--- config.mk ---
export PLATFORM = sky130hd
export DESIGN_NAME = logic_sample_byte_assembler_flat
export DESIGN_NICKNAME = d
export VERILOG_FILES = /design/src/hw/rtl/lsba_pkg.sv /design/src/hw/rtl/lsba_in_if.sv /design/src/hw/rtl/lsba_out_if.sv /design/src/hw/rtl/lsba_cfg_if.sv /design/src/hw/rtl/logic_sample_byte_assembler.sv /design/src/hw/rtl/lsba_cfg_regs.sv /design/src/hw/rtl/lsba_collect.sv /design/src/hw/rtl/lsba_serial.sv /design/src/flat_wrapper.sv
export SDC_FILE = /design/constraint.sdc
export NUM_CORES = 1
export LEC_CHECK = 0
export ABC_AREA = 1
export BUFFER_PORTS_ARGS = -buffer_cell sky130_fd_sc_hd__clkbuf_2
export CAP_MARGIN = 20
export CORE_UTILIZATION = 33
export CTS_CLUSTER_SIZE = 8
export DETAILED_ROUTE_END_ITERATION = 7
export PLACE_DENSITY = 0.58
export SLEW_MARGIN = 20
export SYNTH_ARGS = -nofsm -noshare
export SYNTH_HDL_FRONTEND = slang
export SYNTH_HIERARCHICAL = 1
export SYNTH_SLANG_ARGS = --single-unit
--- constraint.sdc ---
create_clock -name clk -period 15.1 [get_ports clk]
set_input_delay 0.755 -clock clk [delete_from_list [all_inputs] [get_ports clk]]
set_output_delay 0.755 -clock clk [all_outputs]
set_load 0.02 [all_outputs]
--- src/hw/rtl/lsba_pkg.sv ---
// Package for the logic sample byte assembler.
// Holds the payload, configuration and register-index types shared by all files.
// No dependencies.
package lsba_pkg;

  localparam int BYTE_W          = 8;
  localparam int WORD_W          = 32;
  localparam int SLOT_W          = 24;
  localparam int GE_W            = 8;
  localparam int HELD_W          = 4;
  localparam int GROUPS_PER_WORD = WORD_W / BYTE_W;

  localparam logic [GE_W-1:0]   GE_RESET    = 8'hff;
  localparam logic [SLOT_W-1:0] LIMIT_RESET = 24'd4096;

  typedef enum logic [0:0] {
    REG_GROUP_ENABLE = 1'b0,
    REG_SAMPLE_LIMIT = 1'b1
  } cfg_reg_t;

  typedef struct packed {
    logic [BYTE_W-1:0] rx_byte;
  } in_item_t;

  typedef struct packed {
    logic              word_index;
    logic [WORD_W-1:0] sample_word;
    logic [SLOT_W-1:0] store_slot;
    logic              last_word;
  } out_item_t;

  typedef struct packed {
    cfg_reg_t          reg_index;
    logic [SLOT_W-1:0] wdata;
  } cfg_item_t;

  typedef struct packed {
    logic [GE_W-1:0]   group_enable;
    logic [SLOT_W-1:0] sample_limit;
  } cfg_t;

endpackage

--- src/hw/rtl/lsba_in_if.sv ---
// Input channel of the sample byte assembler: valid/ready plus one received byte.
// Depends on lsba_pkg.
interface lsba_in_if;
  logic               valid;
  logic               ready;
  lsba_pkg::in_item_t data;

  modport source (output valid, output data, input ready);
  modport sink   (input valid, input data, output ready);
endinterface

--- src/hw/rtl/lsba_out_if.sv ---
// Result channel of the sample byte assembler: valid/ready plus one sample word.
// Depends on lsba_pkg.
interface lsba_out_if;
  logic                valid;
  logic                ready;
  lsba_pkg::out_item_t data;

  modport source (output valid, output data, input ready);
  modport sink   (input valid, input data, output ready);
endinterface

--- src/hw/rtl/lsba_cfg_if.sv ---
// Configuration write channel: valid/ready plus register index and write data.
// Depends on lsba_pkg.
interface lsba_cfg_if;
  logic                valid;
  logic                ready;
  lsba_pkg::cfg_item_t data;

  modport source (output valid, output data, input ready);
  modport sink   (input valid, input data, output ready);
endinterface

--- src/hw/rtl/logic_sample_byte_assembler.sv ---
// Logic sample byte assembler: turns link bytes of enabled channel groups into
// full samples sent as 32-bit words.
// Depends on lsba_pkg, the three channel interfaces, lsba_cfg_regs,
// lsba_collect and lsba_serial.
//
// Usage:
//   in_ch  : one received byte per item, one byte per enabled 8-channel group.
//   out_ch : NUM_WORDS items per completed sample, little-endian words with
//            disabled groups zero, tagged with the reversed store slot; the
//            last word of a sample has last_word set.
//   cfg_ch : register 0 = group enable mask, register 1 = sample limit.
//            Always ready; write only while no sample is in flight.
// Latency: the first word of a sample is valid the cycle after the byte that
//   completes it is taken; following words go one per cycle while out_ch is ready.
// Throughput: one byte per cycle except as held off below. A sample occupies the
//   output word register until its last word is taken, so a byte that completes
//   the next sample is held off until then; other bytes never stall.
// Reset (rst_n low, synchronous): mask all ones, limit 4096, no partial
//   sample, sample count zero, output empty.
// Receiver stall: the word on out_ch holds until taken; input keeps flowing
//   until a completing byte needs the output register.
// Once the sample count reaches the limit, or with no group enabled, bytes are
//   taken and dropped.
module logic_sample_byte_assembler #(
  parameter int NUM_WORDS = 2
) (
  input  logic        clk,
  input  logic        rst_n,
  lsba_in_if.sink     in_ch,
  lsba_out_if.source  out_ch,
  lsba_cfg_if.sink    cfg_ch
);
  import lsba_pkg::*;

  cfg_t                          cfg;
  logic                          smp_valid;
  logic                          smp_ready;
  logic [NUM_WORDS*WORD_W-1:0]   smp_bytes;
  logic [SLOT_W-1:0]             smp_slot;

  // configuration register file
  lsba_cfg_regs u_cfg (
    .clk    (clk),
    .rst_n  (rst_n),
    .cfg_ch (cfg_ch),
    .cfg    (cfg)
  );

  // byte gathering, sample count, group expansion
  lsba_collect #(
    .NUM_WORDS (NUM_WORDS)
  ) u_collect (
    .clk       (clk),
    .rst_n     (rst_n),
    .cfg       (cfg),
    .in_ch     (in_ch),
    .smp_valid (smp_valid),
    .smp_ready (smp_ready),
    .smp_bytes (smp_bytes),
    .smp_slot  (smp_slot)
  );

  // sample register and word output
  lsba_serial #(
    .NUM_WORDS (NUM_WORDS)
  ) u_serial (
    .clk       (clk),
    .rst_n     (rst_n),
    .smp_valid (smp_valid),
    .smp_ready (smp_ready),
    .smp_bytes (smp_bytes),
    .smp_slot  (smp_slot),
    .out_ch    (out_ch)
  );

endmodule

--- src/hw/rtl/lsba_cfg_regs.sv ---
// Configuration registers: group enable mask and sample limit.
// Depends on lsba_pkg and lsba_cfg_if.
module lsba_cfg_regs (
  input  logic             clk,
  input  logic             rst_n,
  lsba_cfg_if.sink         cfg_ch,
  output lsba_pkg::cfg_t   cfg
);
  import lsba_pkg::*;

  cfg_t cfg_r;
  cfg_t cfg_nxt;

  assign cfg_ch.ready = 1'b1;
  assign cfg          = cfg_r;

  always_comb begin
    cfg_nxt = cfg_r;
    if (cfg_ch.valid) begin
      unique case (cfg_ch.data.reg_index)
        REG_GROUP_ENABLE: cfg_nxt.group_enable = cfg_ch.data.wdata[GE_W-1:0];
        REG_SAMPLE_LIMIT: cfg_nxt.sample_limit = cfg_ch.data.wdata;
        default:          cfg_nxt = cfg_r;
      endcase
    end
  end

  always_ff @(posedge clk) begin
    if (!rst_n) begin
      cfg_r.group_enable <= GE_RESET;
      cfg_r.sample_limit <= LIMIT_RESET;
    end else begin
      cfg_r <= cfg_nxt;
    end
  end

endmodule

--- src/hw/rtl/lsba_collect.sv ---
// Byte collector: gathers one byte per enabled group, counts samples, and on
// completion hands the expanded sample and its slot to the serializer.
// Depends on lsba_pkg and lsba_in_if.
module lsba_collect #(
  parameter int NUM_WORDS = 2
) (
  input  logic                                           clk,
  input  logic                                           rst_n,
  input  lsba_pkg::cfg_t                                 cfg,
  lsba_in_if.sink                                        in_ch,
  output logic                                           smp_valid,
  input  logic                                           smp_ready,
  output logic [NUM_WORDS*lsba_pkg::WORD_W-1:0]          smp_bytes,
  output logic [lsba_pkg::SLOT_W-1:0]                    smp_slot
);
  import lsba_pkg::*;

  localparam int NG   = NUM_WORDS * GROUPS_PER_WORD;
  localparam int SD   = (NG < GE_W) ? NG : GE_W;   // only enabled groups are stored
  localparam int SD_W = $clog2(SD);

  logic [BYTE_W-1:0] store_r   [SD];
  logic [BYTE_W-1:0] store_nxt [SD];
  logic [HELD_W-1:0] held_r, held_nxt, held_inc;
  logic [SLOT_W-1:0] done_r, done_nxt, done_inc;

  logic [NG+GE_W-1:0] ge_ext;
  logic [NG-1:0]      grp_on;
  logic [HELD_W-1:0]  rank [NG];
  logic [HELD_W-1:0]  need;
  logic               blocked, completes, accept;

  assign ge_ext = {NG'(0), cfg.group_enable};
  assign grp_on = ge_ext[NG-1:0];

  // running count of enabled groups below each group gives its byte slot
  always_comb begin
    need = '0;
    for (int g = 0; g < NG; g++) begin
      rank[g] = need;
      need    = need + HELD_W'(grp_on[g]);
    end
  end

  assign held_inc  = held_r + HELD_W'(1);
  assign done_inc  = done_r + SLOT_W'(1);
  assign blocked   = (done_r >= cfg.sample_limit) || (need == '0);
  assign completes = !blocked && (held_inc >= need);

  // a completing byte waits for the serializer; others never stall
  assign in_ch.ready = !completes || smp_ready;
  assign accept      = in_ch.valid && in_ch.ready;

  always_comb begin
    store_nxt = store_r;
    if (accept && !blocked) store_nxt[held_r[SD_W-1:0]] = in_ch.data.rx_byte;
  end

  always_comb begin
    smp_bytes = '0;
    for (int g = 0; g < NG; g++) begin
      if (grp_on[g]) smp_bytes[g*BYTE_W +: BYTE_W] = store_nxt[rank[g][SD_W-1:0]];
    end
  end

  assign smp_valid = accept && completes;
  assign smp_slot  = cfg.sample_limit - done_inc;

  always_comb begin
    held_nxt = held_r;
    done_nxt = done_r;
    if (accept && !blocked) begin
      if (completes) begin
        held_nxt = '0;
        done_nxt = done_inc;
      end else begin
        held_nxt = held_inc;
      end
    end
  end

  always_ff @(posedge clk) begin
    if (!rst_n) begin
      held_r <= '0;
      done_r <= '0;
    end else begin
      held_r <= held_nxt;
      done_r <= done_nxt;
    end
  end

  // byte store is payload: entries are always written before they are read
  always_ff @(posedge clk) begin
    store_r <= store_nxt;
  end

endmodule

--- src/hw/rtl/lsba_serial.sv ---
// Word serializer: holds one expanded sample and sends it one 32-bit word per item.
// Depends on lsba_pkg and lsba_out_if.
module lsba_serial #(
  parameter int NUM_WORDS = 2
) (
  input  logic                                  clk,
  input  logic                                  rst_n,
  input  logic                                  smp_valid,
  output logic                                  smp_ready,
  input  logic [NUM_WORDS*lsba_pkg::WORD_W-1:0] smp_bytes,
  input  logic [lsba_pkg::SLOT_W-1:0]           smp_slot,
  lsba_out_if.source                            out_ch
);
  import lsba_pkg::*;

  localparam int WC_W = (NUM_WORDS > 1) ? $clog2(NUM_WORDS) : 1;

  logic [NUM_WORDS-1:0][WORD_W-1:0] sample_r;
  logic [SLOT_W-1:0]                slot_r;
  logic                             busy_r, busy_nxt;
  logic [WC_W-1:0]                  cnt_r, cnt_nxt;
  logic                             last, take, load;

  assign last      = (cnt_r == WC_W'(NUM_WORDS - 1));
  assign take      = busy_r && out_ch.ready;
  assign smp_ready = !busy_r || (out_ch.ready && last);
  assign load      = smp_valid && smp_ready;

  assign out_ch.valid            = busy_r;
  assign out_ch.data.word_index  = cnt_r[0];
  assign out_ch.data.sample_word = sample_r[cnt_r];
  assign out_ch.data.store_slot  = slot_r;
  assign out_ch.data.last_word   = last;

  always_comb begin
    busy_nxt = busy_r;
    cnt_nxt  = cnt_r;
    if (load) begin
      busy_nxt = 1'b1;
      cnt_nxt  = '0;
    end else if (take) begin
      if (last) busy_nxt = 1'b0;
      else      cnt_nxt  = cnt_r + WC_W'(1);
    end
  end

  always_ff @(posedge clk) begin
    if (!rst_n) begin
      busy_r <= 1'b0;
      cnt_r  <= '0;
    end else begin
      busy_r <= busy_nxt;
      cnt_r  <= cnt_nxt;
    end
  end

  always_ff @(posedge clk) begin
    if (load) begin
      sample_r <= smp_bytes;
      slot_r   <= smp_slot;
    end
  end

endmodule

--- src/flat_wrapper.sv ---
// flat-port wrapper written by rule: the top's interface ports become plain ports
module logic_sample_byte_assembler_flat import lsba_pkg::*;
#(
  parameter int NUM_WORDS = 2
)
  (clk, rst_n, in_ch_valid, in_ch_data, in_ch_ready, out_ch_valid, out_ch_data, out_ch_ready, cfg_ch_valid, cfg_ch_data, cfg_ch_ready);
  lsba_in_if in_ch_i ();
  lsba_out_if out_ch_i ();
  lsba_cfg_if cfg_ch_i ();
  input  logic clk;
  input  logic rst_n;
  input wire logic [$bits(in_ch_i.valid)-1:0] in_ch_valid;
  input wire logic [$bits(in_ch_i.data)-1:0] in_ch_data;
  output wire logic [$bits(in_ch_i.ready)-1:0] in_ch_ready;
  output wire logic [$bits(out_ch_i.valid)-1:0] out_ch_valid;
  output wire logic [$bits(out_ch_i.data)-1:0] out_ch_data;
  input wire logic [$bits(out_ch_i.ready)-1:0] out_ch_ready;
  input wire logic [$bits(cfg_ch_i.valid)-1:0] cfg_ch_valid;
  input wire logic [$bits(cfg_ch_i.data)-1:0] cfg_ch_data;
  output wire logic [$bits(cfg_ch_i.ready)-1:0] cfg_ch_ready;
  assign in_ch_i.valid = in_ch_valid;
  assign in_ch_i.data = in_ch_data;
  assign in_ch_ready = in_ch_i.ready;
  assign out_ch_valid = out_ch_i.valid;
  assign out_ch_data = out_ch_i.data;
  assign out_ch_i.ready = out_ch_ready;
  assign cfg_ch_i.valid = cfg_ch_valid;
  assign cfg_ch_i.data = cfg_ch_data;
  assign cfg_ch_ready = cfg_ch_i.ready;
  logic_sample_byte_assembler #(.NUM_WORDS(NUM_WORDS)) u_core (.clk(clk), .rst_n(rst_n), .in_ch(in_ch_i), .out_ch(out_ch_i), .cfg_ch(cfg_ch_i));
endmodule
==> qor.yml <==
drive_above_1_share_pct: 12.0
finalCritPeriodShare_pct: 63.1
critPathLaunchType: "flip-flop"
path_class: "flip-flop to flip-flop"
synth_top_cell_by_area: "edfxtp_1"
critPathArrivalTime_ns: 9.75
hp-start: "cfg_ch_data[8]"
clock-root-buffer: "clkbuf_16"
maxSlewViolCount: 0
crit_fanout: 37
seq_area_frac_synth_pct: 32.7
hold_slack_ns: 0.411
dieArea_um2: 48800
grt-ovfl-total: 0
dp_slack_ns: 5.69
cts_resized: 0
drc: 0
swShare_pct: 51.4
clock.fmax_mhz: 105
reg2reg_from: "u_core/u_cfg/cfg[25]"
drv_cap: 0
fin_util_pct: 36.8
initial_utilization_pct: 33.7
grt_max_degree: 70
synth_edf_count: 88
synth_cells: 2209
setup_tns_ns: 0
p_clk_share_pct: 16.4
die-height_um: 221
clk_latency_ns: 0.58
fp.dieW_um: 221
drt_pre_antenna_iters: 5
hpwl_um: 38700
grt_pass1_vias: 14900
peakVddDrop_mv: 0.118
antenna_found_initial: 0
critPathTopFamily: "adder cells"
ys_types: 53
hp-class: "input pin to flip-flop"
clk_pin_slew_ns: 0.05
drt_iter0_markers: 1323
port_buffers: 97
vias: 15600
async_flop_share_pct: 0
cts_buffers: 31
required_ns: 15.31
setup_violations: 0
syn_to_final_growth_pct: 9.38
diodes: 0
p_leak_nw: 8.68
final_cells: 2872
intPower_mw: 1.95
p_comb_share_pct: 59.1
avgSynthCellArea_um2: 7.16
ioPinCount: 99
critPathCaptureType: "flip-flop"
synth_top_area_share_pct: 16.7
max_stage_delay_ns: 1.06
clockBufferDepth: 3
gp_congestion: 0.936
finalWorstSetupSlack_ns: 5.56
crit_path_frequent_cell: "ha_1"
ys_ff_latch: 214
critPathBufInv: 7
clkSinkCount: 214
tightest_slew_ns: 0.978
h-tree-depth: 1
fin_area_um2: 17300
finalHoldViolCount: 0
route.final.wire_length_um: 55600
synth_area_leaders: "edfxtp_1, dfxtp_1, nand3_1"
cts_tree: "yes"
placed_area_um2: 16400
post-route-min-period_ns: 9.54
status: "finished, final reports clean"
syn_nets: 2315
cts_hold_buf: 0
postCtsSetupBuffers: 0
slowest_stage: "ha_1"
grt_pass1_wl_um: 85900
dp.cells: 2818
groute.usage.overall_pct: 22.3
core_area_um2: 47000
fp-row-count: 79
vias_per_cell: 5.42
synth_warnings: 6
seq_power_share_pct: 24.6
max-slew-margin-rel_pct: 34.7
nets: 2350
power.switching_mw: 2.07
postRouteAntennaNets: 0
rsz0062_at_grt: "no"
power_mw: 4.02
wl_per_cell_um: 19.4
startpoint: "u_core/u_cfg/cfg[25]"
synth.cell_area_um2: 15800
yosys_most_used_dff: "dfxtp_1"
clock-skew-final_ns: 0.0162
path_cells: "fa_2 -> buf_4 -> ha_1 -> buf_4 -> ha_1 -> ha_1 -> ha_1 -> ha_1 -> ha_1 -> nand3_1 -> nand2_2 -> inv_1 -> ha_1 -> o21a_1 -> o21ai_0 -> nand2_1 -> nand2_1 -> nand4_4 -> inv_4 -> nand2_2 -> inv_2 -> inv_1 -> a21oi_4 -> buf_4"
p_per_area_nw_per_um2: 233
==> path summary, 6_finish.rpt <==
check	slack [ns]	cells after the start	end
max	5.56	24	u_core/u_serial/sample_r[25]
min reg2reg	0.50	2	u_core/u_cfg/cfg[12]
max reg2reg	5.56	24	u_core/u_serial/sample_r[25]
min	0.41	3	u_core/u_cfg/cfg[8]
==> flip-flops by register name (all words and copies together) (netlist names) <==
name / cells
u_core/u_serial/out_ch.valid: 1
u_core/u_serial/slot_r: 24
u_core/u_collect/held_r: 4
u_core/u_serial/cnt_r: 1
u_core/u_serial/sample_r: 64
u_core/u_cfg/cfg: 32
u_core/u_collect/done_r: 24
u_core/u_collect/store_r: 64
==> logic make-up (layout without fill, tap and decap cells) <==
group	Yosys count	in the layout	share of synthesized area, %
XOR/XNOR	39	39	2.16
buffers and inverters	316	372	9.98
flip-flops	214	214	32.7
AND/OR/NAND/NOR	1341	1341	39.9
adder cells (fa/ha/maj)	68	68	5.52
AO/OA/AOI/OAI	166	166	5.71
multiplexers	64	64	4.05
other	1	1	0.0237
==> placed cells by master, fill, tap and decap left out, types with 10 or more instances in the layout <==
master | netlist | routed
nand2_1 | 483 | 483
o31ai_1 | 10 | 10
nand2_2 | 63 | 63
nor2_1 | 265 | 265
inv_1 | 190 | 190
o21ai_0 | 68 | 68
xnor2_1 | 11 | 11
nand3_2 | 11 | 11
nand3_4 | 24 | 24
edfxtp_1 | 88 | 88
clkbuf_1 | 33 | 20
a21oi_1 | 55 | 55
buf_4 | 14 | 18
nand3_1 | 468 | 468
dfxtp_1 | 126 | 126
clkbuf_16 | 0 | 32
ha_1 | 65 | 65
mux2i_1 | 64 | 64
xor2_1 | 28 | 28
clkbuf_2 | 0 | 97
o21ai_1 | 12 | 12
==> final cells by class <==
class | count | area [um2]
fill | 4965 | 29700
multi-input combinational | 1679 | 9080
sequential | 214 | 5160
clock buffer | 53 | 890
inverter | 203 | 774
tap | 607 | 759
timing repair buffer | 115 | 621
clock inverter | 1 | 8.76
==> worst register-to-register path, delay by kind of cell, from the launching register on <==
kind                       cells  cell delay [ns]
AOI/OAI and AO/OA              3             1.01
DFF                            1             0.43
buffers and inverters          7             2.30
adders and majority gates      8             4.46
and+or+nand+nor                6             0.96
==> routing by layer <==
layer | part of all wire, % | GRT usage, %
met2 | 47 | 37.5
met3 | 6.9 | 3.15
met1 | 42 | 28.2
met4 | 4.8 | 10.6
met5 | 0 | 0
==> synthesized netlist by cell type, types with 5 or more instances <==
master    count
nor2_1      265
dfxtp_1     126
inv_1       190
mux2i_1      64
clkbuf_1     33
nand2_4       5
xor2_1       28
buf_4        14
ha_1         65
xnor2_1      11
o31ai_1      10
a21oi_1      55
nand2_2      63
buf_2        28
buf_6        17
edfxtp_1     88
nand4_1       8
buf_1         5
nand3_4      24
nand3_1     468
inv_2         7
nand2_1     483
nand3_2      11
o21ai_1      12
o21ai_0      68
==> power by group through the flow <==
stage / Sequential [mW] / Clock (mW) / Combinational, mW
2_1_floorplan: 1.03 / 0 / 1.65
5_1_grt: 1.01 / 0.700 / 2.58
3_3_place_gp: 0.994 / 0 / 2.31
4_1_cts: 0.990 / 0.675 / 2.34
3_5_place_dp: 0.999 / 0 / 2.33
6_report: 0.989 / 0.658 / 2.38
(Power assumes the default switching activity.)
